<file path="src/rtl/s19d_pkg.sv">
// types, constants and neighbour offset table for the 19-point stencil block
`timescale 1ns / 1ps

package s19d_pkg;

  localparam int NSLOT       = 19;
  localparam int CENTRE_SLOT = 18;
  localparam int CELL_W      = 15;
  localparam int WADDR_W     = 20;
  localparam int NCHUNK      = 3;

  typedef enum logic [1:0] {
    OP_WVOLT = 2'd0,
    OP_WWGT  = 2'd1,
    OP_COMP  = 2'd2,
    OP_NONE  = 2'd3
  } op_t;

  typedef enum logic [1:0] {
    K_WVOLT,
    K_WWGT,
    K_COMP,
    K_EDGE
  } kind_t;

  typedef enum logic [2:0] {
    B_CLEAR,
    B_IDLE,
    B_RUN,
    B_SCALE,
    B_DONE
  } bstate_t;

  typedef struct packed {
    kind_t                kind;
    logic [4:0]           x;
    logic [4:0]           y;
    logic [4:0]           z;
    logic [WADDR_W-1:0]   waddr;
    logic [31:0]          data;
  } cmd_t;

  typedef struct packed {
    logic [4:0] dx;
    logic [4:0] dy;
    logic [4:0] dz;
  } off_t;

  // offsets as 5-bit modular steps; slot 18 is the centre cell
  function automatic off_t nbr_off(input logic [4:0] k);
    off_t o;
    o = '{dx: 5'd0, dy: 5'd0, dz: 5'd0};
    case (k)
      5'd0:  o = '{dx: 5'd1,  dy: 5'd0,  dz: 5'd0};
      5'd1:  o = '{dx: 5'd0,  dy: 5'd1,  dz: 5'd0};
      5'd2:  o = '{dx: 5'd31, dy: 5'd0,  dz: 5'd0};
      5'd3:  o = '{dx: 5'd0,  dy: 5'd31, dz: 5'd0};
      5'd4:  o = '{dx: 5'd1,  dy: 5'd1,  dz: 5'd0};
      5'd5:  o = '{dx: 5'd31, dy: 5'd1,  dz: 5'd0};
      5'd6:  o = '{dx: 5'd31, dy: 5'd31, dz: 5'd0};
      5'd7:  o = '{dx: 5'd1,  dy: 5'd31, dz: 5'd0};
      5'd8:  o = '{dx: 5'd0,  dy: 5'd0,  dz: 5'd1};
      5'd9:  o = '{dx: 5'd0,  dy: 5'd0,  dz: 5'd31};
      5'd10: o = '{dx: 5'd0,  dy: 5'd1,  dz: 5'd1};
      5'd11: o = '{dx: 5'd0,  dy: 5'd1,  dz: 5'd31};
      5'd12: o = '{dx: 5'd0,  dy: 5'd31, dz: 5'd31};
      5'd13: o = '{dx: 5'd0,  dy: 5'd31, dz: 5'd1};
      5'd14: o = '{dx: 5'd1,  dy: 5'd0,  dz: 5'd1};
      5'd15: o = '{dx: 5'd31, dy: 5'd0,  dz: 5'd1};
      5'd16: o = '{dx: 5'd31, dy: 5'd0,  dz: 5'd31};
      5'd17: o = '{dx: 5'd1,  dy: 5'd0,  dz: 5'd31};
      default: o = '{dx: 5'd0, dy: 5'd0, dz: 5'd0};
    endcase
    return o;
  endfunction

endpackage

</file>
<file path="src/rtl/s19d_cmdq.sv">
// two-entry command queue between front and back
`timescale 1ns / 1ps

module s19d_cmdq (
  input  logic           clk,
  input  logic           rst,
  input  logic           in_valid,
  output logic           in_ready,
  input  s19d_pkg::cmd_t in_data,
  output logic           out_valid,
  input  logic           out_ready,
  output s19d_pkg::cmd_t out_data
);

  s19d_pkg::cmd_t slots [2];
  logic       wp, rp;
  logic [1:0] cnt;
  logic       push, pop;

  always_comb begin
    in_ready  = (cnt != 2'd2);
    out_valid = (cnt != 2'd0);
    out_data  = slots[rp];
    push = in_valid && in_ready;
    pop  = out_valid && out_ready;
  end

  always_ff @(posedge clk) begin
    if (rst) begin
      wp  <= 1'b0;
      rp  <= 1'b0;
      cnt <= 2'd0;
    end else begin
      if (push) wp <= ~wp;
      if (pop) rp <= ~rp;
      cnt <= cnt + 2'(push) - 2'(pop);
    end
    if (push) slots[wp] <= in_data;
  end

endmodule

</file>
<file path="config.mk">
export PLATFORM = sky130hd
export DESIGN_NAME = s19d_cmdq
export DESIGN_NICKNAME = d
export VERILOG_FILES = /design/src/rtl/s19d_pkg.sv /design/src/rtl/s19d_cmdq.sv
export SDC_FILE = /design/constraint.sdc
export NUM_CORES = 1
export LEC_CHECK = 0
export ABC_AREA = 1
export BUFFER_PORTS_ARGS = -buffer_cell sky130_fd_sc_hd__buf_2
export CAP_MARGIN = 10
export CORE_MARGIN = 1.5
export CORE_UTILIZATION = 35
export DETAILED_ROUTE_END_ITERATION = 7
export PLACE_DENSITY = 0.61
export SLEW_MARGIN = 30
export SYNTH_ARGS = -nofsm -noshare
export SYNTH_HDL_FRONTEND = slang
export SYNTH_SLANG_ARGS = --single-unit
</file>
<file path="constraint.sdc">
create_clock -name clk -period 3.8 [get_ports clk]
set_input_delay 0.19 -clock clk [delete_from_list [all_inputs] [get_ports clk]]
set_output_delay 0.19 -clock clk [all_outputs]
set_load 0.01 [all_outputs]
</file>
Word-level counts from Yosys, hierarchy flattened --
Memory sizes are Yosys's and may differ from the RTL's. A register that Yosys moved wholly into a read port is not among the register bits. Index checks and enable logic that the tools add are counted.
Cells by class: reduce and logical (&&, ||, !) cells 3, add/subtract/negate cells 2, bitwise operators 2, equal/unequal tests 1, mux-type cells 4
Operator list (count):
- $mux 1 | 4
- $add 2x1->2 | 1
- $logic_and 1x1->1 | 2
- $ne 2x2->1 const B | 1
- $not 1->1 | 2
- $reduce_bool 2->1 | 1
- $sub 2x1->2 | 1
Storage, ports and cells: bits in writable memories 138, memories kept 1, word-level logic and storage cells 16, register bits 4, input port bits 73, output and inout bits 71
Memory list:
- slots | words 2, bits a word 69, rd ports 1, clocked after Yosys merged registers in 1, wr ports 1, line s19d_cmdq.sv:15 | s19d_pkg::cmd_t slots [2];

Depth between registers and ports, before layout --
depth after elaboration 4, gate-level depth with buffers 11, gate-level depth less buffers 11

Least setup slack after synthesis --
OpenSTA, ideal clock, no wires.
path type reg2reg, start register cnt[0], end memory slots[0][0] in the netlist's numbering (enable), slack -204 ps, library setup time 496 ps, data required time 3304 ps, arrival time 3507 ps, stages on the path, launching flop included 5, path buffers 0, path through dfxtp_1 -> inv_1 -> nand2_1 -> nand2_1 -> nor2_1
On the way: word-level cells in the longest chain between the ends 4
RTL lines:
- start: declaration | line s19d_cmdq.sv:17 | logic [1:0] cnt;
- start signal: assignment | line s19d_cmdq.sv:36 | cnt <= cnt + 2'(push) - 2'(pop);
- $ne 2x2->1 | line s19d_cmdq.sv:21 | in_ready = (cnt != 2'd2);
- net in_ready | line s19d_cmdq.sv:8 | output logic in_ready,
- $logic_and 1x1->1 | line s19d_cmdq.sv:24 | push = in_valid && in_ready;
- $mux 1 | line s19d_cmdq.sv:38 | if (push) slots[wp] <= in_data;
- $mux 1 (not written as such) | line s19d_cmdq.sv:38
- end: declaration | line s19d_cmdq.sv:15
The timed path passes the listed nets, and every way through them passes these cells.

==> run summary <==
Routed WL: 9690 um
Initial Util: 36.1%
initial antenna violation count: 0
vias per std cell: 4.40
final net count: 554
crit-path max FO: 40
Slew @ Worst Pin: 0.696 ns
cts hold-fix bufs: 70
post-DP HPWL: 5780 um
Total GRT Usage: 12.7%
reg-to-reg critical path startpoint: cnt[0]$_SDFF_PP0_
Final Hold Vio Count: 0
clk slew on worst S/H paths: 0.06 ns
Max Slew Vio Count: 0
WL/cell: 14.3 um
Pwr Density: 643 nW/um^2
vias in the first global route: 3092
min cycle time layout: 2.09 ns
clock buffer depth: 2
largest net degree at the start of global routing: 53
synthesis warning total: 0
synthesized area: 5270 um^2
Max Freq: 0.478 GHz
via count of the routed design: 2975
area of the die: 15800 um^2
highest metal used: met4
die height: 126 um
Syn Inst Count: 252
Layout fillers: 1242
post-synthesis sequential area ratio: 80.6%
final setup TNS: 0 ns
Synth Register Bits: 143
CP arrival: 1.90 ns
RSZ-0062 raised after global routing: no
metal2 WL: 5010 um
Layout area overhead: 43.2%
1st-iter DRT viols: 151
WP data required: 3.61 ns
metal3 WL: 584 um
utilization after layout: 51.7%
# DRC: 0
Synth Area per Inst: 20.9 um^2
Hold Path Class: input port to flop
kind of critical path: flop to output port
Setup-failing EPs final: 0
status: finished, final reports clean
met1 WL: 3960 um
CTS tree: done
CTS sink cnt: 143
Cell Rows: 44
RePlAce Congestion: 0.671
layout cells sized above 1: 50.6%
max_slew headroom: 53.6%
final worst-path cycle share: 55.1%
Worst setup EP type: output port
Final ANT Viol Nets: 0
Post-CTS Repair Setup Buffers: 0
first-pass GRT wire length: 15100 um
Worst Setup Start Kind: flop
DRT Pass-1 Iters: 3
Max Cap Viol: 0
Overflow after GRT: 0
Root Driver: clkbuf_16
min-delay src: in_valid
maximum vdd ir drop: 344 uV
# port buffers: 143
core area: 14600 um^2
Die W: 126 um
post-synth net total: 327
Ant. Diodes: 0
leakage: 2.89 nW
Worst-Skew Late Latency: 0.41 ns
top-level port count: 144
clk_skew: 0.00431 ns
post-synthesis cell type count: 13
Post-CTS Resized: 0
Num CTS Buffers: 17
H-tree levels: 4
-- state kept, by name, summed over array words and instances, names as in the netlist, named ones only --
signal / flops
wp: 1
slots: 138
rp: 1
cnt: 2
-- kinds of logic after synthesis --
logic type      after synthesis  synth area share (%)
compound gates                2                 0.190
fa+ha+maj                     2                 0.475
buf+inv                      16                  1.76
flops                       143                  80.6
mux                          69                  15.5
simple gates                 20                  1.50
-- cells in the mapped netlist --
cell,count,area (um^2)
inv_1,8,30.0
nor2_1,9,33.8
buf_8,1,15.0
nand2_1,8,30.0
a21oi_1,2,10.0
buf_6,2,22.5
mux2_2,59,664
ha_1,2,25.0
nand3_1,3,15.0
dfxtp_1,5,100
edfxtp_1,138,4140
buf_2,5,25.0
mux2_4,10,150
-- power by group --
part | internal [W] | switching (W)
logic | 0.000517 | 0.000518
registers | 0.00200 | 0.0000909
clock network | 0.00109 | 0.000628
-- metrics by stage --
step	instance area (um^2)	setup WS, ns	hold WS (ns)	cells	total power (W)
after floorplan	5270	0.949	0.261	252	0.00274
final	7540	1.71	0.0718	676	0.00484
after global routing	7540	1.59	0.0889	676	0.00506
after CTS	7540	1.55	0.0553	676	0.00492
after detailed placement	6220	1.56	0.365	574	0.00313
after global placement	6190	1.63	0.369	573	0.00309
-- final cells by class --
class / instances / area (um^2) / area share [%]
sequential: 143 / 4250 / 56.4
timing repair buffer: 216 / 1470 / 19.5
multi-input combinational: 93 / 936 / 12.4
clock buffer: 17 / 425 / 5.64
tap: 184 / 230 / 3.05
clock inverter: 15 / 194 / 2.57
inverter: 8 / 32.5 / 0.432
-- worst max-delay path, stage by stage (launching register included) --
cell	delay [ns]
dfxtp_4	0.64
buf_16	0.30
mux2_2	0.38
buf_2	0.14
-- routing by layer --
layer | track usage (%) | vias to the layer above
li1 | - | 1426
met1 | 14.2 | 1446
met2 | 21.8 | 91
met3 | 4.89 | 12
met4 | 5.21 | 0
met5 | 0 | -
-- cell usage in the layout (no fill, tap or decap) --
| cell type | netlist | layout |
|---|---|---|
| inv_4 | 0 | 1 |
| buf_4 | 0 | 1 |
| clkinv_2 | 0 | 3 |
| clkinvlp_4 | 0 | 5 |
| nor2_1 | 9 | 8 |
| mux2_4 | 10 | 10 |
| nand2_1 | 8 | 8 |
| a21oi_1 | 2 | 2 |
| bufinv_16 | 0 | 4 |
| buf_2 | 5 | 143 |
| nand3_1 | 3 | 3 |
| clkbuf_16 | 0 | 17 |
| dfxtp_1 | 5 | 4 |
| buf_12 | 0 | 1 |
| dlygate4sd3_1 | 0 | 70 |
| mux2_2 | 59 | 59 |
| edfxtp_1 | 138 | 138 |
| ha_1 | 2 | 2 |
| nor2_4 | 0 | 1 |
| buf_16 | 0 | 1 |
| clkinv_1 | 0 | 1 |
| dfxtp_4 | 0 | 1 |
| clkinv_4 | 0 | 1 |
| inv_6 | 0 | 1 |
| inv_1 | 8 | 7 |
-- final timing paths --
| path | to | slack (ns) | cells past startpoint |
|---|---|---|---|
| worst max-delay path | out_data[6] | 1.71 | 3 |
| worst min-delay path | wp$_SDFFE_PP0N_ | 0.07 | 3 |
| worst max register to register | slots[1][11]$_DFFE_PP_ | 1.86 | 5 |
| worst min register to register | flop | 0.52 | 2 |
Note: power is estimated with default switching activity, not from simulation.
