<file path="src/rtl/s19d_pkg.sv">
// types, constants and neighbour offset table for the 19-point stencil block
`timescale 1ns / 1ps

package s19d_pkg;

  localparam int NSLOT       = 19;
  localparam int CENTRE_SLOT = 18;
  localparam int CELL_W      = 15;
  localparam int WADDR_W     = 20;
  localparam int NCHUNK      = 3;

  typedef enum logic [1:0] {
    OP_WVOLT = 2'd0,
    OP_WWGT  = 2'd1,
    OP_COMP  = 2'd2,
    OP_NONE  = 2'd3
  } op_t;

  typedef enum logic [1:0] {
    K_WVOLT,
    K_WWGT,
    K_COMP,
    K_EDGE
  } kind_t;

  typedef enum logic [2:0] {
    B_CLEAR,
    B_IDLE,
    B_RUN,
    B_SCALE,
    B_DONE
  } bstate_t;

  typedef struct packed {
    kind_t                kind;
    logic [4:0]           x;
    logic [4:0]           y;
    logic [4:0]           z;
    logic [WADDR_W-1:0]   waddr;
    logic [31:0]          data;
  } cmd_t;

  typedef struct packed {
    logic [4:0] dx;
    logic [4:0] dy;
    logic [4:0] dz;
  } off_t;

  // offsets as 5-bit modular steps; slot 18 is the centre cell
  function automatic off_t nbr_off(input logic [4:0] k);
    off_t o;
    o = '{dx: 5'd0, dy: 5'd0, dz: 5'd0};
    case (k)
      5'd0:  o = '{dx: 5'd1,  dy: 5'd0,  dz: 5'd0};
      5'd1:  o = '{dx: 5'd0,  dy: 5'd1,  dz: 5'd0};
      5'd2:  o = '{dx: 5'd31, dy: 5'd0,  dz: 5'd0};
      5'd3:  o = '{dx: 5'd0,  dy: 5'd31, dz: 5'd0};
      5'd4:  o = '{dx: 5'd1,  dy: 5'd1,  dz: 5'd0};
      5'd5:  o = '{dx: 5'd31, dy: 5'd1,  dz: 5'd0};
      5'd6:  o = '{dx: 5'd31, dy: 5'd31, dz: 5'd0};
      5'd7:  o = '{dx: 5'd1,  dy: 5'd31, dz: 5'd0};
      5'd8:  o = '{dx: 5'd0,  dy: 5'd0,  dz: 5'd1};
      5'd9:  o = '{dx: 5'd0,  dy: 5'd0,  dz: 5'd31};
      5'd10: o = '{dx: 5'd0,  dy: 5'd1,  dz: 5'd1};
      5'd11: o = '{dx: 5'd0,  dy: 5'd1,  dz: 5'd31};
      5'd12: o = '{dx: 5'd0,  dy: 5'd31, dz: 5'd31};
      5'd13: o = '{dx: 5'd0,  dy: 5'd31, dz: 5'd1};
      5'd14: o = '{dx: 5'd1,  dy: 5'd0,  dz: 5'd1};
      5'd15: o = '{dx: 5'd31, dy: 5'd0,  dz: 5'd1};
      5'd16: o = '{dx: 5'd31, dy: 5'd0,  dz: 5'd31};
      5'd17: o = '{dx: 5'd1,  dy: 5'd0,  dz: 5'd31};
      default: o = '{dx: 5'd0, dy: 5'd0, dz: 5'd0};
    endcase
    return o;
  endfunction

endpackage

</file>
<file path="src/rtl/s19d_if.sv">
// command and result channel interfaces
`timescale 1ns / 1ps

interface s19d_cmd_if;
  logic        valid;
  logic        ready;
  logic [1:0]  op;
  logic [4:0]  cell_x;
  logic [4:0]  cell_y;
  logic [4:0]  cell_z;
  logic [4:0]  weight_slot;
  logic signed [31:0] data_value;

  modport source (output valid, op, cell_x, cell_y, cell_z, weight_slot, data_value,
                  input ready);
  modport sink (input valid, op, cell_x, cell_y, cell_z, weight_slot, data_value,
                output ready);
endinterface


</file>
<file path="src/rtl/s19d_front.sv">
// front end: accepts command transactions, classifies them and forms store addresses
`timescale 1ns / 1ps

module s19d_front #(
  parameter int GRID_DIM = 32
) (
  s19d_cmd_if.sink                cmd,
  input  logic                    clearing,
  input  logic                    q_ready,
  output logic                    q_valid,
  output s19d_pkg::cmd_t          q_data
);

  localparam logic [8:0] GD   = 9'(GRID_DIM);
  localparam logic [8:0] LAST = 9'(GRID_DIM - 1);

  logic [8:0]  ex, ey, ez;
  logic        in_grid, on_edge, keep;
  logic [19:0] c20, c19;

  always_comb begin
    ex = {4'b0, cmd.cell_x};
    ey = {4'b0, cmd.cell_y};
    ez = {4'b0, cmd.cell_z};
    in_grid = (ex < GD) && (ey < GD) && (ez < GD);
    on_edge = (ex == 9'd0) || (ey == 9'd0) || (ez == 9'd0) ||
              (ex >= LAST) || (ey >= LAST) || (ez >= LAST);
    c20 = {5'b0, cmd.cell_x, cmd.cell_y, cmd.cell_z};
    // cell * 19 by shifts and adds
    c19 = (c20 << 4) + (c20 << 1) + c20;

    q_data.x    = cmd.cell_x;
    q_data.y    = cmd.cell_y;
    q_data.z    = cmd.cell_z;
    q_data.data = cmd.data_value;
    q_data.waddr = c19;
    q_data.kind = s19d_pkg::K_WVOLT;
    keep = 1'b0;
    case (cmd.op)
      s19d_pkg::OP_WVOLT: begin
        q_data.kind = s19d_pkg::K_WVOLT;
        keep = in_grid;
      end
      s19d_pkg::OP_WWGT: begin
        q_data.kind  = s19d_pkg::K_WWGT;
        q_data.waddr = c19 + {15'b0, cmd.weight_slot};
        keep = in_grid && (cmd.weight_slot <= 5'(s19d_pkg::CENTRE_SLOT));
      end
      s19d_pkg::OP_COMP: begin
        q_data.kind = on_edge ? s19d_pkg::K_EDGE : s19d_pkg::K_COMP;
        keep = 1'b1;
      end
      default: keep = 1'b0;
    endcase

    // ignored items are taken and dropped here
    cmd.ready = q_ready && !clearing;
    q_valid   = cmd.valid && !clearing && keep;
  end

endmodule

</file>
<file path="src/flat_wrapper.sv">
// flat-port wrapper written by rule: the top's interface ports become plain ports
module s19d_front_flat 
#(
  parameter int GRID_DIM = 32
)
  (clearing, q_ready, q_valid, q_data, cmd_valid, cmd_op, cmd_cell_x, cmd_cell_y, cmd_cell_z, cmd_weight_slot, cmd_data_value, cmd_ready);
  s19d_cmd_if cmd_i ();
  input  logic clearing;
  input  logic q_ready;
  output logic q_valid;
  output s19d_pkg::cmd_t q_data;
  input wire logic [$bits(cmd_i.valid)-1:0] cmd_valid;
  input wire logic [$bits(cmd_i.op)-1:0] cmd_op;
  input wire logic [$bits(cmd_i.cell_x)-1:0] cmd_cell_x;
  input wire logic [$bits(cmd_i.cell_y)-1:0] cmd_cell_y;
  input wire logic [$bits(cmd_i.cell_z)-1:0] cmd_cell_z;
  input wire logic [$bits(cmd_i.weight_slot)-1:0] cmd_weight_slot;
  input wire logic [$bits(cmd_i.data_value)-1:0] cmd_data_value;
  output wire logic [$bits(cmd_i.ready)-1:0] cmd_ready;
  assign cmd_i.valid = cmd_valid;
  assign cmd_i.op = cmd_op;
  assign cmd_i.cell_x = cmd_cell_x;
  assign cmd_i.cell_y = cmd_cell_y;
  assign cmd_i.cell_z = cmd_cell_z;
  assign cmd_i.weight_slot = cmd_weight_slot;
  assign cmd_i.data_value = cmd_data_value;
  assign cmd_ready = cmd_i.ready;
  s19d_front #(.GRID_DIM(GRID_DIM)) u_core (.cmd(cmd_i), .clearing(clearing), .q_ready(q_ready), .q_valid(q_valid), .q_data(q_data));
endmodule
</file>
<file path="config.mk">
export PLATFORM = sky130hd
export DESIGN_NAME = s19d_front_flat
export DESIGN_NICKNAME = d
export VERILOG_FILES = /design/src/rtl/s19d_pkg.sv /design/src/rtl/s19d_if.sv /design/src/rtl/s19d_front.sv /design/src/flat_wrapper.sv
export SDC_FILE = /design/constraint.sdc
export NUM_CORES = 1
export LEC_CHECK = 0
export ABC_CLOCK_PERIOD_IN_PS = 3950
export BUFFER_PORTS_ARGS = -buffer_cell sky130_fd_sc_hd__buf_2
export CORE_AREA = 2 2 88 69
export DETAILED_ROUTE_END_ITERATION = 16
export DIE_AREA = 0 0 90 71
export PLACE_DENSITY = 0.86
export SLEW_MARGIN = 30
export SYNTH_ARGS = -nofsm -noshare
export SYNTH_HDL_FRONTEND = slang
export SYNTH_SLANG_ARGS = --single-unit
</file>
<file path="constraint.sdc">
create_clock -name vclk -period 3.95
set_clock_uncertainty 0.05 [all_clocks]
set_input_delay 0.79 -clock vclk [all_inputs]
set_output_delay 0.79 -clock vclk [all_outputs]
set_load 0.05 [all_outputs]
</file>
======== After elaboration in Yosys (flattened, before gate mapping) ========
Index checks and enable logic that the tools add are counted.
word-level totals
  bits in registers ....................... 0
  input bits .............................. 57
  output and inout bits ................... 71
cells by class
  add/sub/neg operators ................... 3
  magnitude comparators ................... 4
  eq/ne operators ......................... 2
  mux-type cells .......................... 4
  reduce and logical (&&, ||, !) cells .... 14
operators with widths
  cell                                                       count
  adder 19 x 16 -> 20 bit                                    1
  adder 20 x 15 -> 20 bit                                    1
  adder 20 x 5 -> 20 bit                                     1
  two-way mux 20 bit                                         1
  greater-or-equal comparator 5 bit (second input constant)  3
  zero test 5 bit                                            3
  less-or-equal comparator 5 bit (second input constant)     1
  logical OR 1 bit                                           5
  one-hot mux 2 bit (2 select lines)                         1
  logical AND 1 bit                                          3
  == test 2 x 1 -> 1 bit (second input constant)             1
  == test 2 bit (second input constant)                      1
  zero test 2 bit                                            1
  one-hot mux 1 bit (2 select lines)                         1
  OR reduction 2 bit                                         1
  zero test 1 bit                                            1
  two-way mux 1 bit                                          1

======== Logic depth before layout (Yosys ltp) ========
  depth after elaboration ................. 8
  depth in mapped cells ................... 13
  gate-level depth less buffers ........... 13

======== Worst setup path before layout ========
OpenSTA, ideal clock, no wires.
  path kind ............................... input-to-output
  start point ............................. input port cmd_cell_y[0]
  end point ............................... output port q_data[49] (netlist name)
  arrival ................................. 3,969 ps
  data required time ...................... 3,110 ps
  setup slack ............................. -859 ps
  stages on the path ...................... 9
  path through ............................ fa_1 > ha_1 > a21o_2 > o31a_1 > o32a_2 > xnor2_2 > nor4_2 > nand3_1 > xor2_1
RTL lines
  what                RTL line            text
  start: declaration  flat_wrapper.sv:15  input wire logic [$bits(cmd_i.cell_y)-1:0] cmd_cell_y;
  end: declaration    flat_wrapper.sv:11  output s19d_pkg::cmd_t q_data;

==> results.rst <==
.. list-table::
   :header-rows: 1

   * - Metric
     - Value
   * - Result of the run
     - finished, violations left
   * - Failing checks
     - negative setup slack
   * - Weighted congestion at the end of routability-driven global placement
     - 0.9118
   * - Die Footprint
     - 6390 um^2
   * - Filler-free cell count of the finished design
     - 448
   * - Critical path class
     - primary input to output port
   * - Power per cell area
     - 448.5 nW/um^2
   * - Biggest cell delay along the critical path
     - 590 ps
   * - Syn_nets
     - 374
   * - Detailed-route wire length per cell
     - 16.95 um
   * - Hold-fix buffer count after cts
     - 0
   * - Cell area after synthesis
     - 2321 um^2
   * - Final Max Tran Viols
     - 0
   * - Minimum setup slack in the final design
     - -571.1 ps
   * - Number of fill cells
     - 405
   * - Final core utilization
     - 0.6626
   * - Number of instances on the worst hold path
     - 0
   * - Pleak
     - 1.681 nW
   * - Final design instance area without fill
     - 3701 um^2
   * - Total number of sequential cells
     - 0
   * - WP data required
     - 3110 ps
   * - Total count of hold-check failures in the final report
     - 0
   * - Maximum number of pins on one net before global-route repair
     - 11
   * - Post-Syn Instances
     - 273
   * - Multi-input gate area
     - 2450 um^2
   * - Maximum vdd drop
     - 0.1812 mV
   * - Area Growth Syn to Fin
     - 59.46%
   * - Crit. Startpoint
     - cmd_cell_z[3]
   * - Post-route antenna net violation count
     - 0
   * - Height of the chip
     - 71 um
   * - Number of vias in the routed layout
     - 2437
   * - Detailed Route WL
     - 7595 um
   * - Worst-Margin Slew
     - 377.3 ps
   * - Period utilization
     - 1.145
   * - Average cell area after synthesis
     - 8.502 um^2
   * - Relative slew slack
     - 0.7458
   * - Number of buffer and inverter instances along the worst setup path
     - 3
   * - Setup repair after global routing missed its margin
     - true
   * - Achievable Freq
     - 221.2 MHz
   * - Post-synthesis sequential area ratio
     - 0
   * - Critical Path Source Type
     - primary input
   * - Clk_buf instances
     - 0
   * - Placed inst area
     - 3316 um^2
   * - Total setup violations reported at the end of the flow
     - 16
   * - Global-route wire length before repair
     - 12520 um
   * - Unique masters post-synth
     - 56
   * - Library cell contributing the largest single delay on the critical path
     - fa_1
   * - Number of global-route vias before repair
     - 2624
   * - Power Total
     - 1.660 mW
   * - Maximum fanout along the worst path
     - 4
   * - Cell chain of the critical path
     - buf_8, fa_1, ha_4, xnor2_1, ha_1, buf_4, o21ai_0, a21oi_2, and4_4, and3_4, a41oi_2, o21ai_4, buf_6
   * - Setup crit end kind
     - output port
   * - Half-perimeter wire length of the detailed placement result
     - 5737 um
   * - Area of the placeable core
     - 5585 um^2
   * - Termination of the worst setup path
     - q_data[51]
   * - Number of cells on the critical path
     - 13
   * - Via-to-Cell Ratio
     - 5.440
   * - # IOs
     - 128
   * - Register cell area after layout
     - 0 um^2
   * - Buffers added on ports
     - 64
   * - Cell total after placement
     - 437
   * - Share of layout cells above drive strength 1
     - 0.6054
   * - Overall Global Routing Usage
     - 0.2361
   * - Number of standard-cell rows in the floorplan
     - 24
   * - Antenna violations before repair
     - 0
   * - Max_cap viols
     - 0
   * - Horizontal die dimension
     - 90 um
   * - Initial standard-cell utilization of the core
     - 0.4155
   * - Cell family with most CP delay
     - adder cells
   * - First-pass DRT Iterations
     - 5
   * - Global route overflow
     - 0
   * - Number of nets at the end of the flow
     - 473
   * - Warning count from the yosys run
     - 0
   * - First-iteration detailed-routing DRC count
     - 146
   * - # DRC
     - 0
   * - Critical path data arrival time
     - 3680 ps
   * - Path type of the worst min-delay path
     - primary input to output port
   * - Crit path time final
     - 4521 ps
   * - Total inserted antenna cells
     - 0
## through the flow
stage               hold slack (ps)  TNS, ps  setup WS, ps
global placement               1530    -5723        -648.2
CTS                            1530    -4517        -500.6
detailed placement             1530    -7053        -751.1
global route                   1530    -7099        -634.8
floorplan                      1697    -2373        -310.1
finish                         1530    -6003        -571.1
## routing by layer
metal  wire length (um)  up-vias  track usage  part of all wire
met2               3860      113       0.4444              0.51
met3                537       39      0.03088             0.071
met4                222        0      0.06496             0.029
met5                  0        -            0                 0
met1               2974     1169       0.2855              0.39
li1                   -     1116            -                 -
## worst min-delay path by stage
stage / start / to
after floorplan: cmd_data_value[0] / q_data[0]
after global placement: cmd_data_value[15] / q_data[15]
after detailed placement: cmd_data_value[15] / q_data[15]
after CTS: cmd_data_value[15] / q_data[15]
after global routing: cmd_data_value[9] / q_data[9]
final: cmd_data_value[10] / q_data[10]
## kinds of logic after synthesis
group / share of synthesized area
muxes: 0.01402
AOI/OAI and AO/OA: 0.2081
buffers and inverters: 0.1795
adders and majority gates: 0.2792
xor gates and xnor gates: 0.1283
and+or+nand+nor: 0.1908
## synth_stat cells, drive strengths merged
library cell / number / area share
buf: 48 / 0.16
ha: 31 / 0.17
xnor2: 21 / 0.082
a21oi: 15 / 0.036
o21ai: 15 / 0.032
fa: 13 / 0.11
nor2: 13 / 0.024
inv: 12 / 0.019
nand3: 10 / 0.022
xor2: 10 / 0.046
a21o: 9 / 0.030
nand2: 9 / 0.018
nor2b: 7 / 0.019
a211oi: 5 / 0.023
nor3: 5 / 0.013
and3: 4 / 0.011
o21a: 4 / 0.013
o31a: 4 / 0.015
and2: 3 / 0.0092
clkbuf: 3 / 0.0049
nand2b: 3 / 0.0081
nor4b: 3 / 0.024
a41oi: 2 / 0.0075
mux2: 2 / 0.0097
nor4: 2 / 0.0081
o211ai: 2 / 0.0065
or4: 2 / 0.0065
a2111o: 1 / 0.0049
a211o: 1 / 0.0038
a311oi: 1 / 0.011
a31oi: 1 / 0.0054
a32oi: 1 / 0.0038
and4: 1 / 0.0038
mux2i: 1 / 0.0043
nand3b: 1 / 0.0032
nand4: 1 / 0.0092
nor3b: 1 / 0.0032
o211a: 1 / 0.0043
o21bai: 1 / 0.0032
o311a: 1 / 0.0043
o32a: 1 / 0.0049
or2: 1 / 0.0038
or3b: 1 / 0.0049
## layout make-up
type                            instances  area share
Multi-Input combinational cell        210      0.6619
Timing Repair Buffer                  148      0.2995
Tap cell                               78     0.02637
Inverter                               12     0.01217
## power breakdown
group | total [mW] | internal (mW) | switching [mW] | leakage (nW)
Combinational | 1.66 | 0.748 | 0.912 | 1.68
Clock | 0 | 0 | 0 | 0
Sequential | 0 | 0 | 0 | 0
Total | 1.66 | 0.748 | 0.912 | 1.68
## placed cells by master, fill, tap and decap left out, types with 4 or more instances in the layout
master and instances:
fa_1 12, xor2_2 5, buf_6 20, ha_4 9, o21a_1 4, nor2b_1 6, o31a_1 4, o21ai_0 10
nor3_1 4, a21oi_1 10, xnor2_4 6, a21o_1 8, buf_2 39, nand3_1 7, inv_1 10, nor2_1 9
nand2_1 7, xnor2_1 8, ha_1 21, buf_4 85, xnor2_2 7
## what timing repair did
action                     4_1_cts  5_1_grt
pin swaps                       32        4
setup buffers                    8        3
setup endpoints to repair       15       15
cloned                           0        0
gates resized for setup         59       13
(Power assumes the default switching activity.)
